==> src/rrts_pkg.sv <==
`timescale 1ns / 1ps
// ----------------------------------------------------------------------------
// rrts_pkg
// Shared types and constants of the round-robin thread scheduler.
// ----------------------------------------------------------------------------
package rrts_pkg;

    localparam int RATE_W     = 10;
    localparam int RATE_RESET = 100;
    localparam int ID_W       = 32;
    localparam int TIME_W     = 64;
    localparam int MS_W       = 32;
    localparam int PROD_W     = MS_W + RATE_W;
    localparam int DIV_K      = 1000;
    localparam int OUT_SLOT_W = 4;
    localparam int OUT_LIVE_W = 5;

    typedef enum logic [1:0] {
        ST_READY = 2'd0,
        ST_RUN   = 2'd1,
        ST_SLEEP = 2'd2,
        ST_DEAD  = 2'd3
    } t_slot_st;

    typedef enum logic [2:0] {
        ACT_TICK   = 3'd0,
        ACT_CREATE = 3'd1,
        ACT_YIELD  = 3'd2,
        ACT_SLEEP  = 3'd3,
        ACT_EXIT   = 3'd4
    } t_action;

    typedef enum logic [1:0] {
        STAT_OK      = 2'd0,
        STAT_NO_SLOT = 2'd1,
        STAT_HALTED  = 2'd2
    } t_status;

endpackage

==> src/rrts_ram.sv <==
`timescale 1ns / 1ps
// ----------------------------------------------------------------------------
// rrts_ram
// Generic single-write, single-read RAM with a registered read port.
// ----------------------------------------------------------------------------
module rrts_ram #(
    parameter int WIDTH = 8,
    parameter int DEPTH = 16
) (
    input  logic                     i_clk,
    input  logic                     i_we,
    input  logic [$clog2(DEPTH)-1:0] i_waddr,
    input  logic [WIDTH-1:0]         i_wdata,
    input  logic [$clog2(DEPTH)-1:0] i_raddr,
    output logic [WIDTH-1:0]         o_rdata
);

    logic [WIDTH-1:0] r_mem [DEPTH];
    logic [WIDTH-1:0] r_rdata;

    always_ff @(posedge i_clk) begin
        if (i_we) begin
            r_mem[i_waddr] <= i_wdata;
        end
        r_rdata <= r_mem[i_raddr];
    end

    assign o_rdata = r_rdata;

endmodule

==> src/rrts_div.sv <==
`timescale 1ns / 1ps
// ----------------------------------------------------------------------------
// rrts_div
// Division by the constant 1000 through a reciprocal multiplication, built
// from four 20 by 20 bit partial products, one per cycle.
// ----------------------------------------------------------------------------
module rrts_div (
    input  logic                        i_clk,
    input  logic                        i_rst_n,
    input  logic                        i_start,
    input  logic [rrts_pkg::PROD_W-1:0] i_dividend,
    output logic                        o_done,
    output logic [rrts_pkg::PROD_W-1:0] o_quot
);
    import rrts_pkg::*;

    // x / 1000 equals (x >> 3) / 125, and for every 39-bit value that is the
    // top bits of (x >> 3) * ceil(2^46 / 125) from bit 46 up.
    localparam int                DIV_SH = 3;
    localparam int                D_W    = PROD_W - DIV_SH;
    localparam int                REC_SH = 46;
    localparam int                HALF   = 20;
    localparam int                ACC_W  = 4 * HALF;
    localparam logic [2*HALF-1:0] REC_M  = 40'd562949953422;

    logic              r_busy;
    logic              r_done;
    logic [1:0]        r_cnt;
    logic [D_W-1:0]    r_d;
    logic [ACC_W-1:0]  r_acc;
    logic [HALF-1:0]   w_d_lo;
    logic [HALF-1:0]   w_d_hi;
    logic [HALF-1:0]   w_a;
    logic [HALF-1:0]   w_b;
    logic [2*HALF-1:0] w_pp;
    logic [ACC_W-1:0]  w_pp_sh;

    assign w_d_lo = r_d[HALF-1:0];
    assign w_d_hi = HALF'(r_d[D_W-1:HALF]);

    always_comb begin
        case (r_cnt)
            2'd0: begin
                w_a = w_d_lo;
                w_b = REC_M[HALF-1:0];
            end
            2'd1: begin
                w_a = w_d_lo;
                w_b = REC_M[2*HALF-1:HALF];
            end
            2'd2: begin
                w_a = w_d_hi;
                w_b = REC_M[HALF-1:0];
            end
            default: begin
                w_a = w_d_hi;
                w_b = REC_M[2*HALF-1:HALF];
            end
        endcase
    end

    assign w_pp = w_a * w_b;

    always_comb begin
        case (r_cnt)
            2'd0:       w_pp_sh = {(2*HALF)'(0), w_pp};
            2'd1, 2'd2: w_pp_sh = {HALF'(0), w_pp, HALF'(0)};
            default:    w_pp_sh = {w_pp, (2*HALF)'(0)};
        endcase
    end

    always_ff @(posedge i_clk) begin
        if (!i_rst_n) begin
            r_busy <= 1'b0;
            r_done <= 1'b0;
        end else begin
            r_done <= 1'b0;
            if (i_start) begin
                r_busy <= 1'b1;
            end else if (r_busy && r_cnt == 2'd3) begin
                r_busy <= 1'b0;
                r_done <= 1'b1;
            end
        end
    end

    always_ff @(posedge i_clk) begin
        if (i_start) begin
            r_d   <= i_dividend[PROD_W-1:DIV_SH];
            r_acc <= '0;
            r_cnt <= '0;
        end else if (r_busy) begin
            r_acc <= r_acc + w_pp_sh;
            r_cnt <= r_cnt + 2'd1;
        end
    end

    assign o_done = r_done;
    assign o_quot = PROD_W'(r_acc[ACC_W-1:REC_SH]);

endmodule

==> src/round_robin_thread_scheduler.sv <==
`timescale 1ns / 1ps
// ----------------------------------------------------------------------------
// round_robin_thread_scheduler
// Thread slot table with a circular run ring, round-robin yield and sleep
// deadlines, held in one two-port RAM.
// ----------------------------------------------------------------------------
// One item is taken at a time. The slot table lives in a RAM with a registered
// read port, so every visited slot takes a read state that sets the address
// and an evaluate state that uses the data and writes back. Tick, unknown
// actions and any action once halted go straight to the done state. Create
// scans the slots up to and including the lowest dead slot, then walks the
// ring members to find the tail; a create into a full table scans every slot.
// Yield walks the ring slot by slot, with one more slot visit when the running
// thread changes. Sleep is a yield preceded by the multiply and the division
// by 1000. Exit walks the ring members to find the predecessor and then reads
// the new head, or ends at once when the last thread leaves. The result waits
// in an output register; the next item is taken once the block has moved its
// result there. No clearing pass is needed after reset.
// ----------------------------------------------------------------------------
module round_robin_thread_scheduler #(
    parameter int SLOT_COUNT = 16
) (
    input  logic                            i_clk,
    input  logic                            i_rst_n,
    input  logic                            i_in_valid,
    output logic                            o_in_stall,
    input  logic [2:0]                      i_action,
    input  logic [rrts_pkg::MS_W-1:0]       i_sleep_ms,
    input  logic                            i_cfg_valid,
    output logic                            o_cfg_ready,
    input  logic [rrts_pkg::RATE_W-1:0]     i_cfg_data,
    output logic                            o_out_valid,
    input  logic                            i_out_stall,
    output logic [1:0]                      o_status,
    output logic [rrts_pkg::OUT_SLOT_W-1:0] o_running_slot,
    output logic [rrts_pkg::ID_W-1:0]       o_running_id,
    output logic                            o_switched,
    output logic [rrts_pkg::OUT_SLOT_W-1:0] o_from_slot,
    output logic [rrts_pkg::OUT_SLOT_W-1:0] o_new_slot,
    output logic [rrts_pkg::ID_W-1:0]       o_new_id,
    output logic [rrts_pkg::OUT_LIVE_W-1:0] o_alive_count
);
    import rrts_pkg::*;

    localparam int SW = $clog2(SLOT_COUNT);
    localparam int CW = $clog2(SLOT_COUNT + 1);

    typedef struct packed {
        t_slot_st          st;
        logic [ID_W-1:0]   id;
        logic [SW-1:0]     link;
        logic [TIME_W-1:0] dl;
    } t_word;

    localparam int WW = $bits(t_word);

    typedef enum logic [18:0] {
        S_IDLE    = 19'h00001,
        S_SCAN_RD = 19'h00002,
        S_SCAN_EV = 19'h00004,
        S_NEW_WR  = 19'h00008,
        S_TAIL_RD = 19'h00010,
        S_TAIL_EV = 19'h00020,
        S_MUL     = 19'h00040,
        S_DIV     = 19'h00080,
        S_CUR_RD  = 19'h00100,
        S_CUR_EV  = 19'h00200,
        S_WALK_RD = 19'h00400,
        S_WALK_EV = 19'h00800,
        S_FROM_RD = 19'h01000,
        S_FROM_EV = 19'h02000,
        S_UNL_RD  = 19'h04000,
        S_UNL_EV  = 19'h08000,
        S_HEAD_RD = 19'h10000,
        S_HEAD_EV = 19'h20000,
        S_DONE    = 19'h40000
    } t_state;

    function automatic t_word rst_word(input logic [SW-1:0] a);
        t_word w;
        w.st   = ST_DEAD;
        w.id   = '0;
        w.link = '0;
        w.dl   = '0;
        if (a == '0) begin
            w.st = ST_RUN;
            w.id = ID_W'(1);
        end
        return w;
    endfunction

    // Control state.
    t_state             r_state, n_state;
    logic [SW-1:0]      r_cur, n_cur;
    logic [ID_W-1:0]    r_cur_id, n_cur_id;
    logic [SW-1:0]      r_head, n_head;
    logic               r_empty, n_empty;
    logic [ID_W-1:0]    r_next_id, n_next_id;
    logic [CW-1:0]      r_live, n_live;
    logic [TIME_W-1:0]  r_now, n_now;
    logic               r_halted, n_halted;
    logic [RATE_W-1:0]  r_rate;
    logic [SLOT_COUNT-1:0] r_vld;
    logic               r_ovld, n_ovld;

    // Per-item working registers.
    logic [SW-1:0]      r_addr, n_addr;
    logic [CW-1:0]      r_cnt, n_cnt;
    logic [SW-1:0]      r_start, n_start;
    logic [SW-1:0]      r_slot, n_slot;
    logic [SW-1:0]      r_from, n_from;
    logic [2:0]         r_op, n_op;
    logic [MS_W-1:0]    r_ms, n_ms;
    logic [TIME_W-1:0]  r_dl, n_dl;
    t_status            r_status, n_status;
    logic               r_sw, n_sw;
    logic [SW-1:0]      r_new_slot, n_new_slot;
    logic [ID_W-1:0]    r_new_id, n_new_id;

    // Output payload.
    t_status                r_o_status, n_o_status;
    logic [OUT_SLOT_W-1:0]  r_o_run_slot, n_o_run_slot;
    logic [ID_W-1:0]        r_o_run_id, n_o_run_id;
    logic                   r_o_sw, n_o_sw;
    logic [OUT_SLOT_W-1:0]  r_o_from, n_o_from;
    logic [OUT_SLOT_W-1:0]  r_o_new_slot, n_o_new_slot;
    logic [ID_W-1:0]        r_o_new_id, n_o_new_id;
    logic [OUT_LIVE_W-1:0]  r_o_live, n_o_live;

    // RAM read side.
    logic               r_rd_vld;
    logic [SW-1:0]      r_rd_addr;
    logic [WW-1:0]      w_ram_q;
    t_word              w_rword;
    logic               w_we;
    logic [SW-1:0]      w_waddr;
    t_word              w_wdata;
    logic               w_wake;

    logic               w_div_start;
    logic               w_div_done;
    logic [PROD_W-1:0]  w_div_quot;
    logic [PROD_W-1:0]  w_prod;

    logic [SW+OUT_SLOT_W-1:0] w_cur_ext;
    logic [SW+OUT_SLOT_W-1:0] w_from_ext;
    logic [SW+OUT_SLOT_W-1:0] w_new_ext;
    logic [CW+OUT_LIVE_W-1:0] w_live_ext;

    rrts_ram #(
        .WIDTH (WW),
        .DEPTH (SLOT_COUNT)
    ) u_slot_ram (
        .i_clk   (i_clk),
        .i_we    (w_we),
        .i_waddr (w_waddr),
        .i_wdata (w_wdata),
        .i_raddr (r_addr),
        .o_rdata (w_ram_q)
    );

    assign w_prod      = PROD_W'(r_ms) * PROD_W'(r_rate);
    assign w_div_start = (r_state == S_MUL);

    rrts_div u_div (
        .i_clk      (i_clk),
        .i_rst_n    (i_rst_n),
        .i_start    (w_div_start),
        .i_dividend (w_prod),
        .o_done     (w_div_done),
        .o_quot     (w_div_quot)
    );

    // Entries never written read as their reset contents.
    assign w_rword = r_rd_vld ? t_word'(w_ram_q) : rst_word(r_rd_addr);
    assign w_wake  = (w_rword.st == ST_SLEEP) && (w_rword.dl <= r_now);

    assign w_cur_ext  = {OUT_SLOT_W'(0), r_cur};
    assign w_from_ext = {OUT_SLOT_W'(0), r_from};
    assign w_new_ext  = {OUT_SLOT_W'(0), r_new_slot};
    assign w_live_ext = {OUT_LIVE_W'(0), r_live};

    always_comb begin
        n_state      = r_state;
        n_cur        = r_cur;
        n_cur_id     = r_cur_id;
        n_head       = r_head;
        n_empty      = r_empty;
        n_next_id    = r_next_id;
        n_live       = r_live;
        n_now        = r_now;
        n_halted     = r_halted;
        n_ovld       = r_ovld && i_out_stall;
        n_addr       = r_addr;
        n_cnt        = r_cnt;
        n_start      = r_start;
        n_slot       = r_slot;
        n_from       = r_from;
        n_op         = r_op;
        n_ms         = r_ms;
        n_dl         = r_dl;
        n_status     = r_status;
        n_sw         = r_sw;
        n_new_slot   = r_new_slot;
        n_new_id     = r_new_id;
        n_o_status   = r_o_status;
        n_o_run_slot = r_o_run_slot;
        n_o_run_id   = r_o_run_id;
        n_o_sw       = r_o_sw;
        n_o_from     = r_o_from;
        n_o_new_slot = r_o_new_slot;
        n_o_new_id   = r_o_new_id;
        n_o_live     = r_o_live;
        w_we         = 1'b0;
        w_waddr      = r_addr;
        w_wdata      = w_rword;

        case (r_state)
            S_IDLE: begin
                if (i_in_valid) begin
                    n_op       = i_action;
                    n_ms       = i_sleep_ms;
                    n_from     = r_cur;
                    n_status   = STAT_OK;
                    n_sw       = 1'b0;
                    n_new_slot = '0;
                    n_new_id   = '0;
                    n_cnt      = '0;
                    n_state    = S_DONE;
                    if (r_halted) begin
                        n_status = STAT_HALTED;
                    end else begin
                        case (i_action)
                            ACT_TICK: begin
                                n_now = r_now + TIME_W'(1);
                            end
                            ACT_CREATE: begin
                                n_addr  = '0;
                                n_state = S_SCAN_RD;
                            end
                            ACT_YIELD, ACT_EXIT: begin
                                n_addr  = r_cur;
                                n_state = S_CUR_RD;
                            end
                            ACT_SLEEP: begin
                                n_state = S_MUL;
                            end
                            default: begin
                                n_state = S_DONE;
                            end
                        endcase
                    end
                end
            end

            S_SCAN_RD: n_state = S_SCAN_EV;

            S_SCAN_EV: begin
                if (w_rword.st == ST_DEAD) begin
                    n_slot  = r_addr;
                    n_state = S_NEW_WR;
                end else if (r_addr == SW'(SLOT_COUNT - 1)) begin
                    n_status = STAT_NO_SLOT;
                    n_state  = S_DONE;
                end else begin
                    n_addr  = r_addr + SW'(1);
                    n_state = S_SCAN_RD;
                end
            end

            S_NEW_WR: begin
                w_we         = 1'b1;
                w_waddr      = r_slot;
                w_wdata.st   = ST_READY;
                w_wdata.id   = r_next_id;
                w_wdata.link = r_empty ? r_slot : r_head;
                w_wdata.dl   = '0;
                n_new_slot   = r_slot;
                n_new_id     = r_next_id;
                n_next_id    = r_next_id + ID_W'(1);
                n_live       = r_live + CW'(1);
                if (r_empty) begin
                    n_head  = r_slot;
                    n_empty = 1'b0;
                    n_state = S_DONE;
                end else begin
                    n_addr  = r_head;
                    n_cnt   = '0;
                    n_state = S_TAIL_RD;
                end
            end

            S_TAIL_RD: n_state = S_TAIL_EV;

            S_TAIL_EV: begin
                if (w_rword.link == r_head || r_cnt == CW'(SLOT_COUNT)) begin
                    w_we         = 1'b1;
                    w_wdata.link = r_slot;
                    n_state      = S_DONE;
                end else begin
                    n_addr  = w_rword.link;
                    n_cnt   = r_cnt + CW'(1);
                    n_state = S_TAIL_RD;
                end
            end

            S_MUL: n_state = S_DIV;

            S_DIV: begin
                if (w_div_done) begin
                    n_dl    = r_now + TIME_W'(w_div_quot) + TIME_W'(1);
                    n_addr  = r_cur;
                    n_state = S_CUR_RD;
                end
            end

            S_CUR_RD: n_state = S_CUR_EV;

            S_CUR_EV: begin
                n_start = w_rword.link;
                n_cnt   = '0;
                if (r_op == ACT_EXIT) begin
                    w_we       = 1'b1;
                    w_wdata.st = ST_DEAD;
                    n_slot     = r_cur;
                    if (r_live != '0) begin
                        n_live = r_live - CW'(1);
                    end
                    if (r_empty) begin
                        n_halted = 1'b1;
                        n_status = STAT_HALTED;
                        n_state  = S_DONE;
                    end else if (r_head == r_cur && w_rword.link == r_cur) begin
                        // Last thread in the ring leaves: the scheduler stops.
                        n_empty  = 1'b1;
                        n_halted = 1'b1;
                        n_status = STAT_HALTED;
                        n_state  = S_DONE;
                    end else begin
                        n_addr  = w_rword.link;
                        n_state = S_UNL_RD;
                    end
                end else begin
                    if (r_op == ACT_SLEEP) begin
                        w_we       = 1'b1;
                        w_wdata.st = ST_SLEEP;
                        w_wdata.dl = r_dl;
                    end
                    if (r_empty) begin
                        n_state = S_DONE;
                    end else begin
                        n_addr  = w_rword.link;
                        n_state = S_WALK_RD;
                    end
                end
            end

            S_WALK_RD: n_state = S_WALK_EV;

            S_WALK_EV: begin
                if (w_wake) begin
                    w_we       = 1'b1;
                    w_wdata.st = ST_READY;
                end
                if (w_wake || w_rword.st == ST_READY || w_rword.st == ST_RUN) begin
                    if (r_addr == r_cur) begin
                        n_state = S_DONE;
                    end else begin
                        w_we       = 1'b1;
                        w_wdata.st = ST_RUN;
                        n_cur      = r_addr;
                        n_cur_id   = w_rword.id;
                        n_sw       = 1'b1;
                        n_addr     = r_from;
                        n_state    = S_FROM_RD;
                    end
                end else if (r_cnt == CW'(SLOT_COUNT - 1) || w_rword.link == r_start) begin
                    n_state = S_DONE;
                end else begin
                    n_addr  = w_rword.link;
                    n_cnt   = r_cnt + CW'(1);
                    n_state = S_WALK_RD;
                end
            end

            S_FROM_RD: n_state = S_FROM_EV;

            S_FROM_EV: begin
                if (w_rword.st == ST_RUN) begin
                    w_we       = 1'b1;
                    w_wdata.st = ST_READY;
                end
                n_state = S_DONE;
            end

            S_UNL_RD: n_state = S_UNL_EV;

            S_UNL_EV: begin
                if (w_rword.link == r_slot || r_cnt == CW'(SLOT_COUNT)) begin
                    w_we         = 1'b1;
                    w_wdata.link = r_start;
                    if (r_head == r_slot) begin
                        n_head = r_start;
                        n_addr = r_start;
                    end else begin
                        n_addr = r_head;
                    end
                    n_state = S_HEAD_RD;
                end else begin
                    n_addr  = w_rword.link;
                    n_cnt   = r_cnt + CW'(1);
                    n_state = S_UNL_RD;
                end
            end

            S_HEAD_RD: n_state = S_HEAD_EV;

            S_HEAD_EV: begin
                w_we       = 1'b1;
                w_wdata.st = ST_RUN;
                n_cur      = r_addr;
                n_cur_id   = w_rword.id;
                n_sw       = 1'b1;
                n_state    = S_DONE;
            end

            S_DONE: begin
                if (!r_ovld || !i_out_stall) begin
                    n_ovld       = 1'b1;
                    n_o_status   = r_status;
                    n_o_run_slot = r_halted ? '0 : w_cur_ext[OUT_SLOT_W-1:0];
                    n_o_run_id   = r_halted ? '0 : r_cur_id;
                    n_o_sw       = r_sw;
                    n_o_from     = w_from_ext[OUT_SLOT_W-1:0];
                    n_o_new_slot = w_new_ext[OUT_SLOT_W-1:0];
                    n_o_new_id   = r_new_id;
                    n_o_live     = w_live_ext[OUT_LIVE_W-1:0];
                    n_state      = S_IDLE;
                end
            end

            default: begin
                n_state = S_IDLE;
            end
        endcase
    end

    always_ff @(posedge i_clk) begin
        if (!i_rst_n) begin
            r_state   <= S_IDLE;
            r_cur     <= '0;
            r_cur_id  <= ID_W'(1);
            r_head    <= '0;
            r_empty   <= 1'b0;
            r_next_id <= ID_W'(2);
            r_live    <= CW'(1);
            r_now     <= '0;
            r_halted  <= 1'b0;
            r_rate    <= RATE_W'(RATE_RESET);
            r_vld     <= '0;
            r_ovld    <= 1'b0;
        end else begin
            r_state   <= n_state;
            r_cur     <= n_cur;
            r_cur_id  <= n_cur_id;
            r_head    <= n_head;
            r_empty   <= n_empty;
            r_next_id <= n_next_id;
            r_live    <= n_live;
            r_now     <= n_now;
            r_halted  <= n_halted;
            r_ovld    <= n_ovld;
            if (i_cfg_valid) begin
                r_rate <= i_cfg_data;
            end
            if (w_we) begin
                r_vld[w_waddr] <= 1'b1;
            end
        end
    end

    always_ff @(posedge i_clk) begin
        r_addr       <= n_addr;
        r_cnt        <= n_cnt;
        r_start      <= n_start;
        r_slot       <= n_slot;
        r_from       <= n_from;
        r_op         <= n_op;
        r_ms         <= n_ms;
        r_dl         <= n_dl;
        r_status     <= n_status;
        r_sw         <= n_sw;
        r_new_slot   <= n_new_slot;
        r_new_id     <= n_new_id;
        r_o_status   <= n_o_status;
        r_o_run_slot <= n_o_run_slot;
        r_o_run_id   <= n_o_run_id;
        r_o_sw       <= n_o_sw;
        r_o_from     <= n_o_from;
        r_o_new_slot <= n_o_new_slot;
        r_o_new_id   <= n_o_new_id;
        r_o_live     <= n_o_live;
        r_rd_vld     <= r_vld[r_addr];
        r_rd_addr    <= r_addr;
    end

    assign o_in_stall     = (r_state != S_IDLE);
    assign o_cfg_ready    = 1'b1;
    assign o_out_valid    = r_ovld;
    assign o_status       = r_o_status;
    assign o_running_slot = r_o_run_slot;
    assign o_running_id   = r_o_run_id;
    assign o_switched     = r_o_sw;
    assign o_from_slot    = r_o_from;
    assign o_new_slot     = r_o_new_slot;
    assign o_new_id       = r_o_new_id;
    assign o_alive_count  = r_o_live;

`ifndef ASSERT_OFF
    a_empty_halt: assert property (@(posedge i_clk) disable iff (!i_rst_n)
        r_empty == r_halted)
        else $error("ring empty flag and halted flag disagree");

    a_live_nonzero: assert property (@(posedge i_clk) disable iff (!i_rst_n)
        !r_halted |-> r_live != '0)
        else $error("running scheduler with no live thread");

    a_live_bound: assert property (@(posedge i_clk) disable iff (!i_rst_n)
        r_live <= CW'(SLOT_COUNT))
        else $error("live count exceeds slot count");

    a_div_state: assert property (@(posedge i_clk) disable iff (!i_rst_n)
        w_div_done |-> r_state == S_DIV)
        else $error("divider finished outside the sleep divide step");
`endif

endmodule
==> config.mk <==
export PLATFORM = sky130hd
export DESIGN_NAME = round_robin_thread_scheduler
export DESIGN_NICKNAME = d
export VERILOG_FILES = /design/src/rrts_pkg.sv /design/src/rrts_ram.sv /design/src/rrts_div.sv /design/src/round_robin_thread_scheduler.sv
export SDC_FILE = /design/constraint.sdc
export NUM_CORES = 2
export LEC_CHECK = 0
export ABC_CLOCK_PERIOD_IN_PS = 11100
export BUFFER_PORTS_ARGS = -buffer_cell sky130_fd_sc_hd__clkbuf_2
export CAP_MARGIN = 20
export CORE_MARGIN = 10
export CORE_UTILIZATION = 56
export DETAILED_ROUTE_END_ITERATION = 16
export PLACE_DENSITY = 0.76
export SLEW_MARGIN = 25
export SYNTH_ARGS = -nofsm -noshare
export SYNTH_HDL_FRONTEND = slang
export SYNTH_SLANG_ARGS = --single-unit
==> constraint.sdc <==
create_clock -name i_clk -period 11.1 [get_ports i_clk]
set_clock_uncertainty 0.1 [all_clocks]
set_input_delay 0.555 -clock i_clk [delete_from_list [all_inputs] [get_ports i_clk]]
set_output_delay 0.555 -clock i_clk [all_outputs]
set_load 0.01 [all_outputs]
==> impl_summary.log <==
[metrics] run status: finished clean
[metrics] distinct cell type count of the synthesized netlist: 111
[metrics] DR pass1 iterations: 6
[metrics] Clk Latency, worst-skew pair: 0.90 ns
[metrics] row count: 166
[metrics] routability cong.: 0.908
[metrics] final hold viol count: 0
[metrics] Avg WL per Cell: 27.0 um
[metrics] combined area of all synthesized cells: 115000 um2
[metrics] drt total wl: 302 mm
[metrics] global-route wire length before repair: 456 mm
[metrics] hold slack final: 0.0464 ns
[metrics] CP Data Arrival Time: 11.31 ns
[metrics] Root Buffer Master: clkbuf_16
[metrics] max-slew headroom at the worst pin: 27.3%
[metrics] CP Data Required Time: 11.77 ns
[metrics] total number of H-tree levels: 4
[metrics] flops & latches, synth: 2293
[metrics] biggest area consumer among synthesized cells: edfxtp_1
[metrics] DR vias: 70.4k
[metrics] floorplan die height: 474 um
[metrics] final setup fails: 0
[metrics] top-area cell type share of the netlist area: 49.8%
[metrics] Synthesis Warnings: 0
[metrics] Vias/cell: 6.31
[metrics] hold crit path type: in2reg
[metrics] clock buffer count from CTS: 220
[metrics] minimum setup slack after placement: 0.161 ns
[metrics] number of violations reported at the end of detailed-routing iteration 0: 8044
[metrics] measured slew at the worst slew-check pin: 1.08 ns
[metrics] total clock sinks: 2293
[metrics] clock transition time at the flip-flop clock pins of the worst setup and hold paths: 0.07 ns
[metrics] synth-to-layout area growth: 10.8%
[metrics] fraction of layout instances using a drive strength above 1: 16.2%
[metrics] Max Root-Sink Buffers: 3
[metrics] CP Capture Type: flop
[metrics] final setup slack of the worst path: 0.463 ns
[metrics] unrepaired setup endpoints after global routing: no
[metrics] commonest register cell after synthesis: edfxtp_1
[metrics] initial antenna violation count: 14
[metrics] antenna-violating nets left: 0
[metrics] Tcrit/Tclk final: 95.8%
[metrics] Post-Synthesis Mean Instance Area: 14.3 um2
[metrics] grt total ovfl: 0
[metrics] highest fanout seen on the critical path: 19
[metrics] critical path start-end classification: reg2reg
[metrics] count of flip-flops with a built-in enable after synthesis: 1914
[metrics] largest net degree at the start of global routing: 140
[metrics] Remaining DRCs: 0
[metrics] via count of the first global-routing pass: 72.2k
[metrics] minimum period implied by the final worst setup slack: 10.64 ns
[metrics] final-layout setup total negative slack: 0 ns
[metrics] sort of element at the start of the critical path: flop
[metrics] cell area reported after detailed placement: 119000 um2
[metrics] TritonCTS clock tree: yes
[metrics] CP max stage delay: 0.55 ns
[metrics] cells taking the most area after synthesis: edfxtp_1 (50%), mux4_2 (10%), fa_1 (7.6%), dfxtp_1 (6.6%), ha_1 (5.2%)
[metrics] Syn Inst Count: 8081
[metrics] upper clock frequency limit: 94.0 MHz
[metrics] final instance area: 128000 um2
[metrics] sequential share of the synthesized area: 56.4%
[metrics] Top-Level Pins: 137
[metrics] Std-Cell Core Area: 205000 um2
[metrics] proportion of register bits with asynchronous set or reset after synthesis: 0%
[metrics] hpwl dp: 180 mm
[metrics] nets: 9237
[metrics] aggregate global-route resource usage: 26.6%
[metrics] area of the die: 225000 um2
[metrics] Pins Over Slew Limit: 0
[metrics] number of I/O port buffers: 135
[metrics] slowest stage cell, crit path: fa_1
[metrics] number of max-capacitance violations reported: 0
[metrics] floorplan die width: 474 um
[metrics] initial core utilization: 56.3%
-- layout by cell type (no fill, tap or decap), types with 53 or more instances in the layout --
cell       instances
edfxtp_1        1914
inv_1            646
nand2_1          601
mux4_2           515
ha_1             473
fa_1             438
dfxtp_1          374
nor2_1           371
a21oi_1          278
and2_1           273
clkbuf_16        224
xnor2_1          214
o21ai_0          190
a21o_1           135
clkbuf_2         134
mux2i_1          115
buf_4            111
nand3_1          107
xor2_1            90
nor2b_1           88
nand4_1           82
nor3_1            75
o22ai_2           62
clkbuf_1          55
and3_1            53
-- layer usage --
layer | part of all wire [%] | vias up | wire length [um] | GRT usage [%]
met5 | 0.0099 | - | 30 | 0
met4 | 3.5 | 4 | 10700 | 9.22
met2 | 49 | 3620 | 149000 | 44.1
li1 | - | 30100 | - | -
met1 | 39 | 36000 | 116000 | 35.9
met3 | 8.4 | 609 | 25400 | 4.39
-- critical path, delay by kind of cell (launching register included) --
family	cells	cell delay, ns
flops	1	0.42
xor+xnor	2	0.32
simple gates	11	2.51
buf+inv	6	0.62
compound gates	11	2.50
mux	1	0.26
fa+ha+maj	10	3.84
-- cell type report --
| class | count | area, um2 |
|---|---|---|
| fillers | 14600 | 77000 |
| flip-flops and latches | 2293 | 65100 |
| multi-input cells | 4792 | 47100 |
| clock buffers | 301 | 6110 |
| well taps | 2688 | 3360 |
| repair buffers | 317 | 2440 |
| inverters | 648 | 2430 |
| clock inverters | 118 | 1290 |
| diodes | 4 | 10.0 |
-- worst paths after layout --
path | cells past startpoint | to | from | slack (ns)
max reg2reg | 41 | u_div.r_acc[74]$_SDFFE_PP0P_ | u_div.r_cnt[0]$_SDFFE_PP0P_ | 0.46
min | 2 | r_next_id[1]$_SDFFE_PN1P_ | i_rst_n | 0.05
min reg2reg | 0 | o_new_id[29]$_DFFE_PP_ | r_new_id[29]$_SDFFCE_PN0P_ | 0.32
max | 41 | u_div.r_acc[74]$_SDFFE_PP0P_ | u_div.r_cnt[0]$_SDFFE_PP0P_ | 0.46
-- registers in the layout (all words and copies together), names as in the netlist, 19 cells and up --
signal              flops
r_dl                   64
r_next_id              32
u_div.r_acc            79
o_running_id           32
u_div.r_d              39
u_slot_ram.r_mem     1632
r_new_id               32
r_cur_id               32
u_slot_ram.o_rdata    102
r_now                  64
r_state                19
r_ms                   32
o_new_id               32
-- synth_stat cells, drive strengths merged, types with 10 or more instances --
cell and number:
a211oi 31, a21boi 24, a21o 136, a21oi 283
a22o 15, a31o 46, a31oi 35, and2 275
and3 56, and4 12, buf 90, clkbuf 274
dfxtp 379, edfxtp 1914, fa 438, ha 477
inv 647, mux2i 116, mux4 515, nand2 604
nand2b 25, nand3 110, nand3b 10, nand4 84
nor2 383, nor2b 89, nor3 96, nor3b 10
nor4 37, o211ai 15, o21a 34, o21ai 204
o21bai 33, o22ai 75, o31ai 14, or2 23
or3 35, or4 13, xnor2 216, xor2 91
-- metrics by stage --
stage | utilization, % | std cells
after floorplan | - | 8097
after global routing | 62.4 | 11200
after global placement | 58.3 | 10700
after CTS | 62.1 | 11200
final | 62.4 | 11200
after detailed placement | 58.3 | 10700
-- timing repair --
action,CTS,global route
hold buffers,46,0
hold endpoints to repair,48,0
gates resized for setup,0,31
setup buffers,0,1
endpoints found under the setup margin,0,30
-- kinds of logic (layout without fill, tap and decap cells) --
family,Yosys count,after routing,synth area share (%)
flops,2293,2293,56.4
simple gates,1878,1878,8.11
compound gates,1041,1041,5.92
buf+inv,1012,1384,3.38
fa+ha+maj,915,915,12.8
mux,633,633,11.1
xor+xnor,307,307,2.33
other cells,2,22,0.00651
Power is not shown: default switching activity piles up to over one toggle a cycle in this logic, so the estimate is an artifact.
